`src/hw/rtl/ctdq_pkg.sv`:
```
// ----------------------------------------------------------------------------
// ctdq_pkg
// Shared constants, types and helpers for the CAN transmit drop-oldest queue.
// ----------------------------------------------------------------------------
package ctdq_pkg;

	localparam int QUEUE_DEPTH  = 8;
	localparam int DRAIN_BUDGET = 3;

	localparam int PTR_W   = $clog2(QUEUE_DEPTH);
	localparam int CNT_W   = $clog2(QUEUE_DEPTH + 1);
	localparam int BUD_W   = $clog2(DRAIN_BUDGET + 1);
	localparam int ID_W    = 11;
	localparam int LEN_W   = 4;
	localparam int PAY_W   = 64;
	localparam int MB_W    = 2;
	localparam int CTR_W   = 32;
	localparam int DEPTH_W = 4;
	localparam int SLOT_W  = LEN_W + ID_W + PAY_W;

	localparam logic [LEN_W-1:0] MAX_LEN = LEN_W'(8);

	localparam logic FUNC_SUBMIT = 1'b0;
	localparam logic FUNC_DRAIN  = 1'b1;

	typedef enum logic [2:0] {
		ST_IDLE,
		ST_EXEC,
		ST_RD,
		ST_CHK,
		ST_FLUSH
	} state_t;

	typedef struct packed {
		logic               emit_valid;
		logic [ID_W-1:0]    emit_id;
		logic [LEN_W-1:0]   emit_len;
		logic [PAY_W-1:0]   emit_payload;
		logic               accepted;
		logic               dropped_oldest;
		logic [DEPTH_W-1:0] queue_depth;
		logic [CTR_W-1:0]   sent_total;
		logic [CTR_W-1:0]   drop_total;
		logic               last;
	} res_t;

	function automatic logic [PTR_W-1:0] next_ptr(input logic [PTR_W-1:0] p);
		return (p == PTR_W'(QUEUE_DEPTH - 1)) ? '0 : p + PTR_W'(1);
	endfunction

	function automatic logic [DEPTH_W-1:0] depth_out(input logic [CNT_W-1:0] f);
		logic [CNT_W+DEPTH_W-1:0] t;
		t = {{DEPTH_W{1'b0}}, f};
		return t[DEPTH_W-1:0];
	endfunction

endpackage

```
`src/hw/rtl/ctdq_ram.sv`:
```
// ----------------------------------------------------------------------------
// ctdq_ram
// Generic single-write, single-read RAM with registered read data.
// ----------------------------------------------------------------------------
module ctdq_ram #(
	parameter int WIDTH = 8,
	parameter int DEPTH = 8
) (
	input  logic                     clk,
	input  logic                     we,
	input  logic [$clog2(DEPTH)-1:0] waddr,
	input  logic [WIDTH-1:0]         wdata,
	input  logic [$clog2(DEPTH)-1:0] raddr,
	output logic [WIDTH-1:0]         rdata
);

	logic [WIDTH-1:0] mem_q [DEPTH];
	logic [WIDTH-1:0] rdata_q;

	always_ff @(posedge clk) begin
		if (we) begin
			mem_q[waddr] <= wdata;
		end
		rdata_q <= mem_q[raddr];
	end

	assign rdata = rdata_q;

endmodule

```
`src/hw/rtl/can_tx_drop_oldest_queue_core.sv`:
```
// ----------------------------------------------------------------------------
// can_tx_drop_oldest_queue_core
// Transmit queue in front of CAN mailboxes: direct send or drop-oldest ring.
// ----------------------------------------------------------------------------
// One word at a time. A submit gives one result word. A drain reads the ring
// head through the single registered read port of the slot RAM, examines at most
// DRAIN_BUDGET head frames, and gives one result word per frame sent (or one empty
// word). Output back-pressure can stall the block. The slot RAM needs no clearing
// after reset.
module can_tx_drop_oldest_queue_core (
	input  logic                           clk,
	input  logic                           arst_n,
	input  logic                           cfg_we,
	input  logic                           cfg_wdata,
	input  logic                           in_valid,
	output logic                           in_ready,
	input  logic                           func,
	input  logic [ctdq_pkg::ID_W-1:0]      frame_id,
	input  logic [ctdq_pkg::LEN_W-1:0]     frame_len,
	input  logic [ctdq_pkg::PAY_W-1:0]     frame_payload,
	input  logic [ctdq_pkg::MB_W-1:0]      free_mailboxes,
	input  logic                           bus_is_off,
	output logic                           out_valid,
	input  logic                           out_ready,
	output logic                           emit_valid,
	output logic [ctdq_pkg::ID_W-1:0]      emit_id,
	output logic [ctdq_pkg::LEN_W-1:0]     emit_len,
	output logic [ctdq_pkg::PAY_W-1:0]     emit_payload,
	output logic                           accepted,
	output logic                           dropped_oldest,
	output logic [ctdq_pkg::DEPTH_W-1:0]   queue_depth,
	output logic [ctdq_pkg::CTR_W-1:0]     sent_total,
	output logic [ctdq_pkg::CTR_W-1:0]     drop_total,
	output logic                           last
);

	ctdq_pkg::state_t state_q, state_d;

	logic                          link_en_q;
	logic                          func_q;
	logic [ctdq_pkg::ID_W-1:0]     id_q;
	logic [ctdq_pkg::LEN_W-1:0]    len_q;
	logic [ctdq_pkg::PAY_W-1:0]    pay_q;
	logic                          boff_q;
	logic [ctdq_pkg::MB_W-1:0]     mb_q, mb_d;
	logic [ctdq_pkg::BUD_W-1:0]    bud_q, bud_d;

	logic [ctdq_pkg::PTR_W-1:0]    rd_ptr_q, rd_ptr_d;
	logic [ctdq_pkg::PTR_W-1:0]    wr_ptr_q, wr_ptr_d;
	logic [ctdq_pkg::CNT_W-1:0]    fill_q, fill_d;
	logic [ctdq_pkg::CTR_W-1:0]    sent_q, sent_d;
	logic [ctdq_pkg::CTR_W-1:0]    drop_q, drop_d;

	logic                          out_valid_q;
	ctdq_pkg::res_t                out_q, out_d;
	logic                          out_load;
	logic                          hold_v_q, hold_v_d;
	ctdq_pkg::res_t                hold_q, hold_d;

	logic                          ram_we;
	logic [ctdq_pkg::SLOT_W-1:0]   ram_rdata;
	logic [ctdq_pkg::ID_W-1:0]     head_id;
	logic [ctdq_pkg::LEN_W-1:0]    head_len;
	logic [ctdq_pkg::PAY_W-1:0]    head_pay;
	logic                          head_ok;
	logic                          out_free;
	logic                          direct;
	logic                          full;
	logic                          drain_idle;
	logic                          more;
	logic                          in_acc;

	ctdq_ram #(
		.WIDTH(ctdq_pkg::SLOT_W),
		.DEPTH(ctdq_pkg::QUEUE_DEPTH)
	) u_slots (
		.clk   (clk),
		.we    (ram_we),
		.waddr (wr_ptr_q),
		.wdata ({len_q, id_q, pay_q}),
		.raddr (rd_ptr_q),
		.rdata (ram_rdata)
	);

	assign head_pay = ram_rdata[ctdq_pkg::PAY_W-1:0];
	assign head_id  = ram_rdata[ctdq_pkg::PAY_W+ctdq_pkg::ID_W-1:ctdq_pkg::PAY_W];
	assign head_len = ram_rdata[ctdq_pkg::SLOT_W-1:ctdq_pkg::PAY_W+ctdq_pkg::ID_W];
	assign head_ok  = (head_len <= ctdq_pkg::MAX_LEN);

	assign out_free   = !out_valid_q || out_ready;
	assign in_ready   = (state_q == ctdq_pkg::ST_IDLE);
	assign in_acc     = in_valid && in_ready;
	assign direct     = (fill_q == '0) && !boff_q && (mb_q != '0) && (len_q <= ctdq_pkg::MAX_LEN);
	assign full       = (fill_q == ctdq_pkg::CNT_W'(ctdq_pkg::QUEUE_DEPTH));
	assign drain_idle = (fill_q == '0) || boff_q || (mb_q == '0);
	assign more       = (bud_q > ctdq_pkg::BUD_W'(1)) && (fill_q > ctdq_pkg::CNT_W'(1)) &&
	                    (mb_q > ctdq_pkg::MB_W'(1));

	// next state
	always_comb begin
		state_d = state_q;
		unique case (state_q)
			ctdq_pkg::ST_IDLE: begin
				if (in_valid) begin
					state_d = ctdq_pkg::ST_EXEC;
				end
			end
			ctdq_pkg::ST_EXEC: begin
				if (!link_en_q) begin
					state_d = ctdq_pkg::ST_FLUSH;
				end else if (func_q == ctdq_pkg::FUNC_SUBMIT) begin
					if (out_free) begin
						state_d = ctdq_pkg::ST_IDLE;
					end
				end else if (drain_idle) begin
					state_d = ctdq_pkg::ST_FLUSH;
				end else begin
					state_d = ctdq_pkg::ST_RD;
				end
			end
			ctdq_pkg::ST_RD: begin
				state_d = ctdq_pkg::ST_CHK;
			end
			ctdq_pkg::ST_CHK: begin
				if (!head_ok) begin
					state_d = ctdq_pkg::ST_FLUSH;
				end else if (!hold_v_q || out_free) begin
					state_d = more ? ctdq_pkg::ST_RD : ctdq_pkg::ST_FLUSH;
				end
			end
			ctdq_pkg::ST_FLUSH: begin
				if (out_free) begin
					state_d = ctdq_pkg::ST_IDLE;
				end
			end
			default: begin
				state_d = ctdq_pkg::ST_IDLE;
			end
		endcase
	end

	// datapath control
	always_comb begin
		rd_ptr_d = rd_ptr_q;
		wr_ptr_d = wr_ptr_q;
		fill_d   = fill_q;
		sent_d   = sent_q;
		drop_d   = drop_q;
		mb_d     = mb_q;
		bud_d    = bud_q;
		hold_v_d = hold_v_q;
		hold_d   = hold_q;
		out_load = 1'b0;
		out_d    = out_q;
		ram_we   = 1'b0;
		unique case (state_q)
			ctdq_pkg::ST_EXEC: begin
				if (link_en_q && (func_q == ctdq_pkg::FUNC_SUBMIT) && out_free) begin
					out_load = 1'b1;
					out_d    = '0;
					out_d.accepted = 1'b1;
					out_d.last     = 1'b1;
					if (direct) begin
						sent_d             = sent_q + ctdq_pkg::CTR_W'(1);
						out_d.emit_valid   = 1'b1;
						out_d.emit_id      = id_q;
						out_d.emit_len     = len_q;
						out_d.emit_payload = pay_q;
					end else begin
						ram_we   = 1'b1;
						wr_ptr_d = ctdq_pkg::next_ptr(wr_ptr_q);
						if (full) begin
							rd_ptr_d = ctdq_pkg::next_ptr(rd_ptr_q);
							drop_d   = drop_q + ctdq_pkg::CTR_W'(1);
						end else begin
							fill_d = fill_q + ctdq_pkg::CNT_W'(1);
						end
						out_d.dropped_oldest = full;
					end
					out_d.queue_depth = ctdq_pkg::depth_out(fill_d);
					out_d.sent_total  = sent_d;
					out_d.drop_total  = drop_d;
				end
			end
			ctdq_pkg::ST_CHK: begin
				if (head_ok && (!hold_v_q || out_free)) begin
					if (hold_v_q) begin
						out_load = 1'b1;
						out_d    = hold_q;
					end
					rd_ptr_d = ctdq_pkg::next_ptr(rd_ptr_q);
					fill_d   = fill_q - ctdq_pkg::CNT_W'(1);
					sent_d   = sent_q + ctdq_pkg::CTR_W'(1);
					mb_d     = mb_q - ctdq_pkg::MB_W'(1);
					bud_d    = bud_q - ctdq_pkg::BUD_W'(1);
					hold_v_d = 1'b1;
					hold_d   = '0;
					hold_d.emit_valid   = 1'b1;
					hold_d.emit_id      = head_id;
					hold_d.emit_len     = head_len;
					hold_d.emit_payload = head_pay;
					hold_d.queue_depth  = ctdq_pkg::depth_out(fill_d);
					hold_d.sent_total   = sent_d;
					hold_d.drop_total   = drop_q;
				end
			end
			ctdq_pkg::ST_FLUSH: begin
				if (out_free) begin
					out_load = 1'b1;
					hold_v_d = 1'b0;
					if (hold_v_q) begin
						out_d = hold_q;
					end else begin
						out_d             = '0;
						out_d.queue_depth = ctdq_pkg::depth_out(fill_q);
						out_d.sent_total  = sent_q;
						out_d.drop_total  = drop_q;
					end
					out_d.last = 1'b1;
				end
			end
			default: begin
			end
		endcase
	end

	always_ff @(posedge clk or negedge arst_n) begin
		if (!arst_n) begin
			state_q     <= ctdq_pkg::ST_IDLE;
			link_en_q   <= 1'b0;
			rd_ptr_q    <= '0;
			wr_ptr_q    <= '0;
			fill_q      <= '0;
			sent_q      <= '0;
			drop_q      <= '0;
			out_valid_q <= 1'b0;
			hold_v_q    <= 1'b0;
		end else begin
			state_q  <= state_d;
			rd_ptr_q <= rd_ptr_d;
			wr_ptr_q <= wr_ptr_d;
			fill_q   <= fill_d;
			sent_q   <= sent_d;
			drop_q   <= drop_d;
			hold_v_q <= hold_v_d;
			if (cfg_we) begin
				link_en_q <= cfg_wdata;
			end
			if (out_load) begin
				out_valid_q <= 1'b1;
			end else if (out_ready) begin
				out_valid_q <= 1'b0;
			end
		end
	end

	always_ff @(posedge clk) begin
		if (in_acc) begin
			func_q <= func;
			id_q   <= frame_id;
			len_q  <= frame_len;
			pay_q  <= frame_payload;
			boff_q <= bus_is_off;
			mb_q   <= free_mailboxes;
			bud_q  <= ctdq_pkg::BUD_W'(ctdq_pkg::DRAIN_BUDGET);
		end else begin
			mb_q  <= mb_d;
			bud_q <= bud_d;
		end
		if (out_load) begin
			out_q <= out_d;
		end
		hold_q <= hold_d;
	end

	assign out_valid      = out_valid_q;
	assign emit_valid     = out_q.emit_valid;
	assign emit_id        = out_q.emit_id;
	assign emit_len       = out_q.emit_len;
	assign emit_payload   = out_q.emit_payload;
	assign accepted       = out_q.accepted;
	assign dropped_oldest = out_q.dropped_oldest;
	assign queue_depth    = out_q.queue_depth;
	assign sent_total     = out_q.sent_total;
	assign drop_total     = out_q.drop_total;
	assign last           = out_q.last;

	ap_fill_bound: assert property (@(posedge clk) disable iff (!arst_n)
		fill_q <= ctdq_pkg::CNT_W'(ctdq_pkg::QUEUE_DEPTH))
		else $error("queue fill above depth");

	ap_emit_len: assert property (@(posedge clk) disable iff (!arst_n)
		out_valid_q && out_q.emit_valid |-> out_q.emit_len <= ctdq_pkg::MAX_LEN)
		else $error("frame with invalid length handed to mailbox");

	ap_drop_acc: assert property (@(posedge clk) disable iff (!arst_n)
		out_valid_q && out_q.dropped_oldest |-> out_q.accepted && !out_q.emit_valid)
		else $error("drop flag without queued submit");

	ap_sent_step: assert property (@(posedge clk) disable iff (!arst_n)
		sent_q != $past(sent_q) |-> sent_q == $past(sent_q) + ctdq_pkg::CTR_W'(1))
		else $error("sent counter jumped");

	ap_hold_state: assert property (@(posedge clk) disable iff (!arst_n)
		hold_v_q |-> (state_q == ctdq_pkg::ST_RD) || (state_q == ctdq_pkg::ST_CHK) ||
		             (state_q == ctdq_pkg::ST_FLUSH))
		else $error("held drain word outside drain");

endmodule
```
`config.mk`:
```
export PLATFORM = sky130hd
export DESIGN_NAME = can_tx_drop_oldest_queue_core
export DESIGN_NICKNAME = d
export VERILOG_FILES = /design/src/hw/rtl/ctdq_pkg.sv /design/src/hw/rtl/ctdq_ram.sv /design/src/hw/rtl/can_tx_drop_oldest_queue_core.sv
export SDC_FILE = /design/constraint.sdc
export NUM_CORES = 1
export LEC_CHECK = 0
export BUFFER_PORTS_ARGS = -buffer_cell sky130_fd_sc_hd__buf_2
export CAP_MARGIN = 20
export CORE_MARGIN = 3
export CORE_UTILIZATION = 55
export DETAILED_ROUTE_END_ITERATION = 10
export GPL_TIMING_DRIVEN = 0
export PLACE_DENSITY = 0.73
export SETUP_SLACK_MARGIN = 0.02
export SLEW_MARGIN = 20
export SYNTH_ARGS = -nofsm -noshare
export SYNTH_HDL_FRONTEND = slang
export SYNTH_HIERARCHICAL = 1
export SYNTH_SLANG_ARGS = --single-unit
```
`constraint.sdc`:
```
create_clock -name clk -period 21.2 [get_ports clk]
set_clock_uncertainty 0.1 [all_clocks]
set_input_delay 2.12 -clock clk [delete_from_list [all_inputs] [get_ports clk]]
set_output_delay 2.12 -clock clk [all_outputs]
set_load 0.01 [all_outputs]
```
==> key figures <==
Logic synthesis
  – Synth Warn #: 6
  – Main synth FF type: edfxtp_1
  – Post-synth EDFFs: a little over 1000
  – Synthesis-stage register bit count: 1174
  – Cells after synthesis: 2314
  – Async set-reset flop share out of synthesis: between 6 and 7%
  – Mapped Area: 44300 um^2
  – Yosys cell types: 79
  – Syn_area_per_cell: approximately 19 um^2
  – Sequential area share after synthesis: 76.8%
  – Syn nets: between 2000 and 2500

Clock network
  – Clock slew at reported path FFs: 0.07 ns
  – Post-CTS Resized: 0
  – Sinks on Clock Net: ~1200
  – TritonCTS Buffers: between 100 and 150
  – CTS max path bufs: 3
  – # Post-CTS Setup Buffers: 0
  – Clock Latency Late Sink: roughly 0.70 ns
  – Hold Buf Count CTS: 0
  – CTS tree: built
  – Root Buffer: clkbuf_16
  – H-tree levels: 3

Critical path
  – Setup crit end: u_slots/mem_q[4][28]$_DFFE_PP_
  – Worst setup SP type: input pin
  – Internal reg-to-reg setup slack: 17.09 ns
  – Worst setup EP type: register
  – Crit path arrival time: 5.16 ns
  – Critical path class: in2reg
  – Start point of the critical path: out_ready
  – Max Fanout on Critical Path: 10
  – Req. time, crit path: 21.50 ns
  – Worst flop-to-flop path endpoint: u_slots/mem_q[4][28]$_DFFE_PP_
  – R2r worst-path depth: 14
  – R2r startpoint: fill_q[0]$_DFFE_PN0P_

Power
  – VDD IR-drop max: 0.0000983 V
  – Cell Pwr Density: 125 nW/um^2
  – Leakage: 17.9 nW

Global routing
  – Grt total ovfl: 0
  – Initial antenna violation count: 5
  – Total GRT Usage: between 20 and 25%
  – First-pass GRT wire length: 153000 um
  – Vias in the first global route: 24455
  – Largest net degree at the start of global routing: 61

Timing
  – Hold Vio Cnt, Final: 0
  – Unrepaired setup endpoints after global routing: false
  – Worst relative slew slack: 33.2%
  – Fin worst setup slack: 16.34 ns
  – Final Max Tran Viols: 0
  – Fmax: 206 MHz
  – Period utilization: 22.9%
  – Worst-Margin Slew: 1.00 ns
  – Final setup violation count: 0
  – Minimum clock period after layout: 4.86 ns
  – Setup tns final: 0 ns

Placement
  – PortBufs: around 240
  – Routability cong.: roughly 0.90
  – Pre-CTS setup slack: 15.74 ns
  – Placed Area: about 48000 um^2
  – Final HPWL DP: 65400 um
  – Dpl cells: 3669

Routing
  – Vias: about 23000
  – Drt first pass iters: 5
  – DR WL/cell: 26.2 um
  – Iter 0 DRT Violations: 2113
  – # DRC: 0
  – Antenna Nets Post-Route: 0
  – Total detailed-routing wirelength: 102000 um
  – Vias/cell: 6.05

Outcome
  – Outcome: complete, no violations

Floorplanning
  – Die span in x: 290 um
  – Die extent in y: a little under 300 um
  – Starting Density: 55.8%
  – Rows: between 100 and 150
  – Core area: roughly 80000 um^2
  – IO Count: 242
  – Die Area: 84000 um^2

Worst hold path
  – Worst min-delay path category: reg2reg

Cells and area
  – Final Core Density: between 60% and 70%
  – Layout Cells excl Fill: 3882
  – Most frequent cells in the layout: edfxtp_1, buf_2, mux4_2
  – Design area: 52100 um^2
  – Commonest non-fill, non-tap cell in the layout: edfxtp_1
  – Area grow syn2layout: 17.7%
  – Total Nets Final: 2835
  – Share of cells above drive strength 1: 29.9%

Run
  – Max_cap viols: 0
-- Yosys cell counts, types with 22 or more instances --
| library cell | n | area, um^2 |
|---|---|---|
| a21oi_1 | 29 | 145 |
| nor2_1 | 63 | 236 |
| nand2_1 | 104 | 390 |
| edfxtp_1 | 1013 | 30400 |
| inv_1 | 31 | 116 |
| clkbuf_1 | 36 | 135 |
| dfrtp_1 | 80 | 2000 |
| xnor2_1 | 57 | 499 |
| nand4_1 | 22 | 138 |
| nand3_1 | 37 | 185 |
| buf_2 | 61 | 305 |
| mux4_2 | 158 | 3560 |
| o21ai_0 | 38 | 190 |
| mux2_2 | 85 | 957 |
| xor2_1 | 40 | 350 |
| a22o_1 | 83 | 727 |
| nor3_1 | 41 | 205 |
| dfxtp_1 | 81 | 1620 |
-- sequential cells by signal (all words and copies together), names as in the netlist, 32 cells and up --
signal	flops
emit_payload	64
sent_total	32
hold_q	147
pay_q	64
u_slots/rdata	79
u_slots/mem_q	632
sent_q	32
drop_q	32
drop_total	32
-- cell type report --
| type | instances | area (um^2) |
|---|---|---|
| Multi-Input combinational cell | 979 | 9520 |
| Fill cell | 5290 | 27300 |
| Antenna cell | 1 | 2.50 |
| Clock inverter | 69 | 872 |
| Buffer | 128 | 691 |
| Inverter | 33 | 138 |
| Tap cell | 1050 | 1310 |
| Timing Repair Buffer | 305 | 2460 |
| Sequential cell | 1174 | 34000 |
| Clock buffer | 143 | 3090 |
-- kinds of logic after synthesis --
kind of cell	Yosys count	synth area share, %
flip-flops	1174	76.8
AND/OR/NAND/NOR	355	4.17
AO/OA/AOI/OAI	269	4.63
multiplexers	246	10.3
buffers and inverters	161	1.84
XOR/XNOR	97	1.92
adder cells (fa/ha/maj)	12	0.339
-- how the worst min path moves through the flow --
stage	slack [ns]	to	depth (start not counted)	from
floorplan	0.29	hold_q[100]$_DFFE_PP_	0	u_slots/rdata[29]$_DFF_P_
global placement	0.29	hold_q[105]$_DFFE_PP_	0	u_slots/rdata[34]$_DFF_P_
detailed placement	0.29	hold_q[119]$_DFFE_PP_	0	u_slots/rdata[48]$_DFF_P_
CTS	0.30	hold_q[119]$_DFFE_PP_	0	u_slots/rdata[48]$_DFF_P_
global route	0.30	hold_q[147]$_DFFE_PP_	0	u_slots/rdata[72]$_DFF_P_
finish	0.30	hold_q[88]$_DFFE_PP_	0	u_slots/rdata[17]$_DFF_P_
-- per-layer routing --
layer	global-route usage [%]	vias to the layer above	part of all wire, %
li1	-	10118	-
met1	32.5	12237	40
met2	40.5	939	50
met3	3.97	198	6.2
met4	8.14	2	3.2
met5	0	-	0.013
-- worst max-delay path, stage by stage --
cell     delay (ns)
buf_2          0.13
nor2b_1        0.13
nor3_1         0.29
buf_2          0.30
nand2_1        0.22
inv_1          0.15
nand2_1        0.23
nor3_2         0.50
buf_4          0.29
buf_4          0.22
buf_6          0.17
buf_4          0.21
buf_6          0.18
-- metrics by stage --
| step | power [mW] | hold slack, ns |
|---|---|---|
| after floorplan | 3.99 | 0.286 |
| after global placement | 4.45 | 0.286 |
| after detailed placement | 4.48 | 0.289 |
| after CTS | 6.58 | 0.303 |
| after global routing | 6.77 | 0.300 |
| final | 6.52 | 0.300 |
-- report_power, final --
part	switching (mW)	total [mW]	internal [mW]
registers	0.164	3.10	2.93
clock network	0.862	2.08	1.22
logic	0.746	1.34	0.593
total	1.77	6.52	4.75
(Power assumes the default switching activity.)
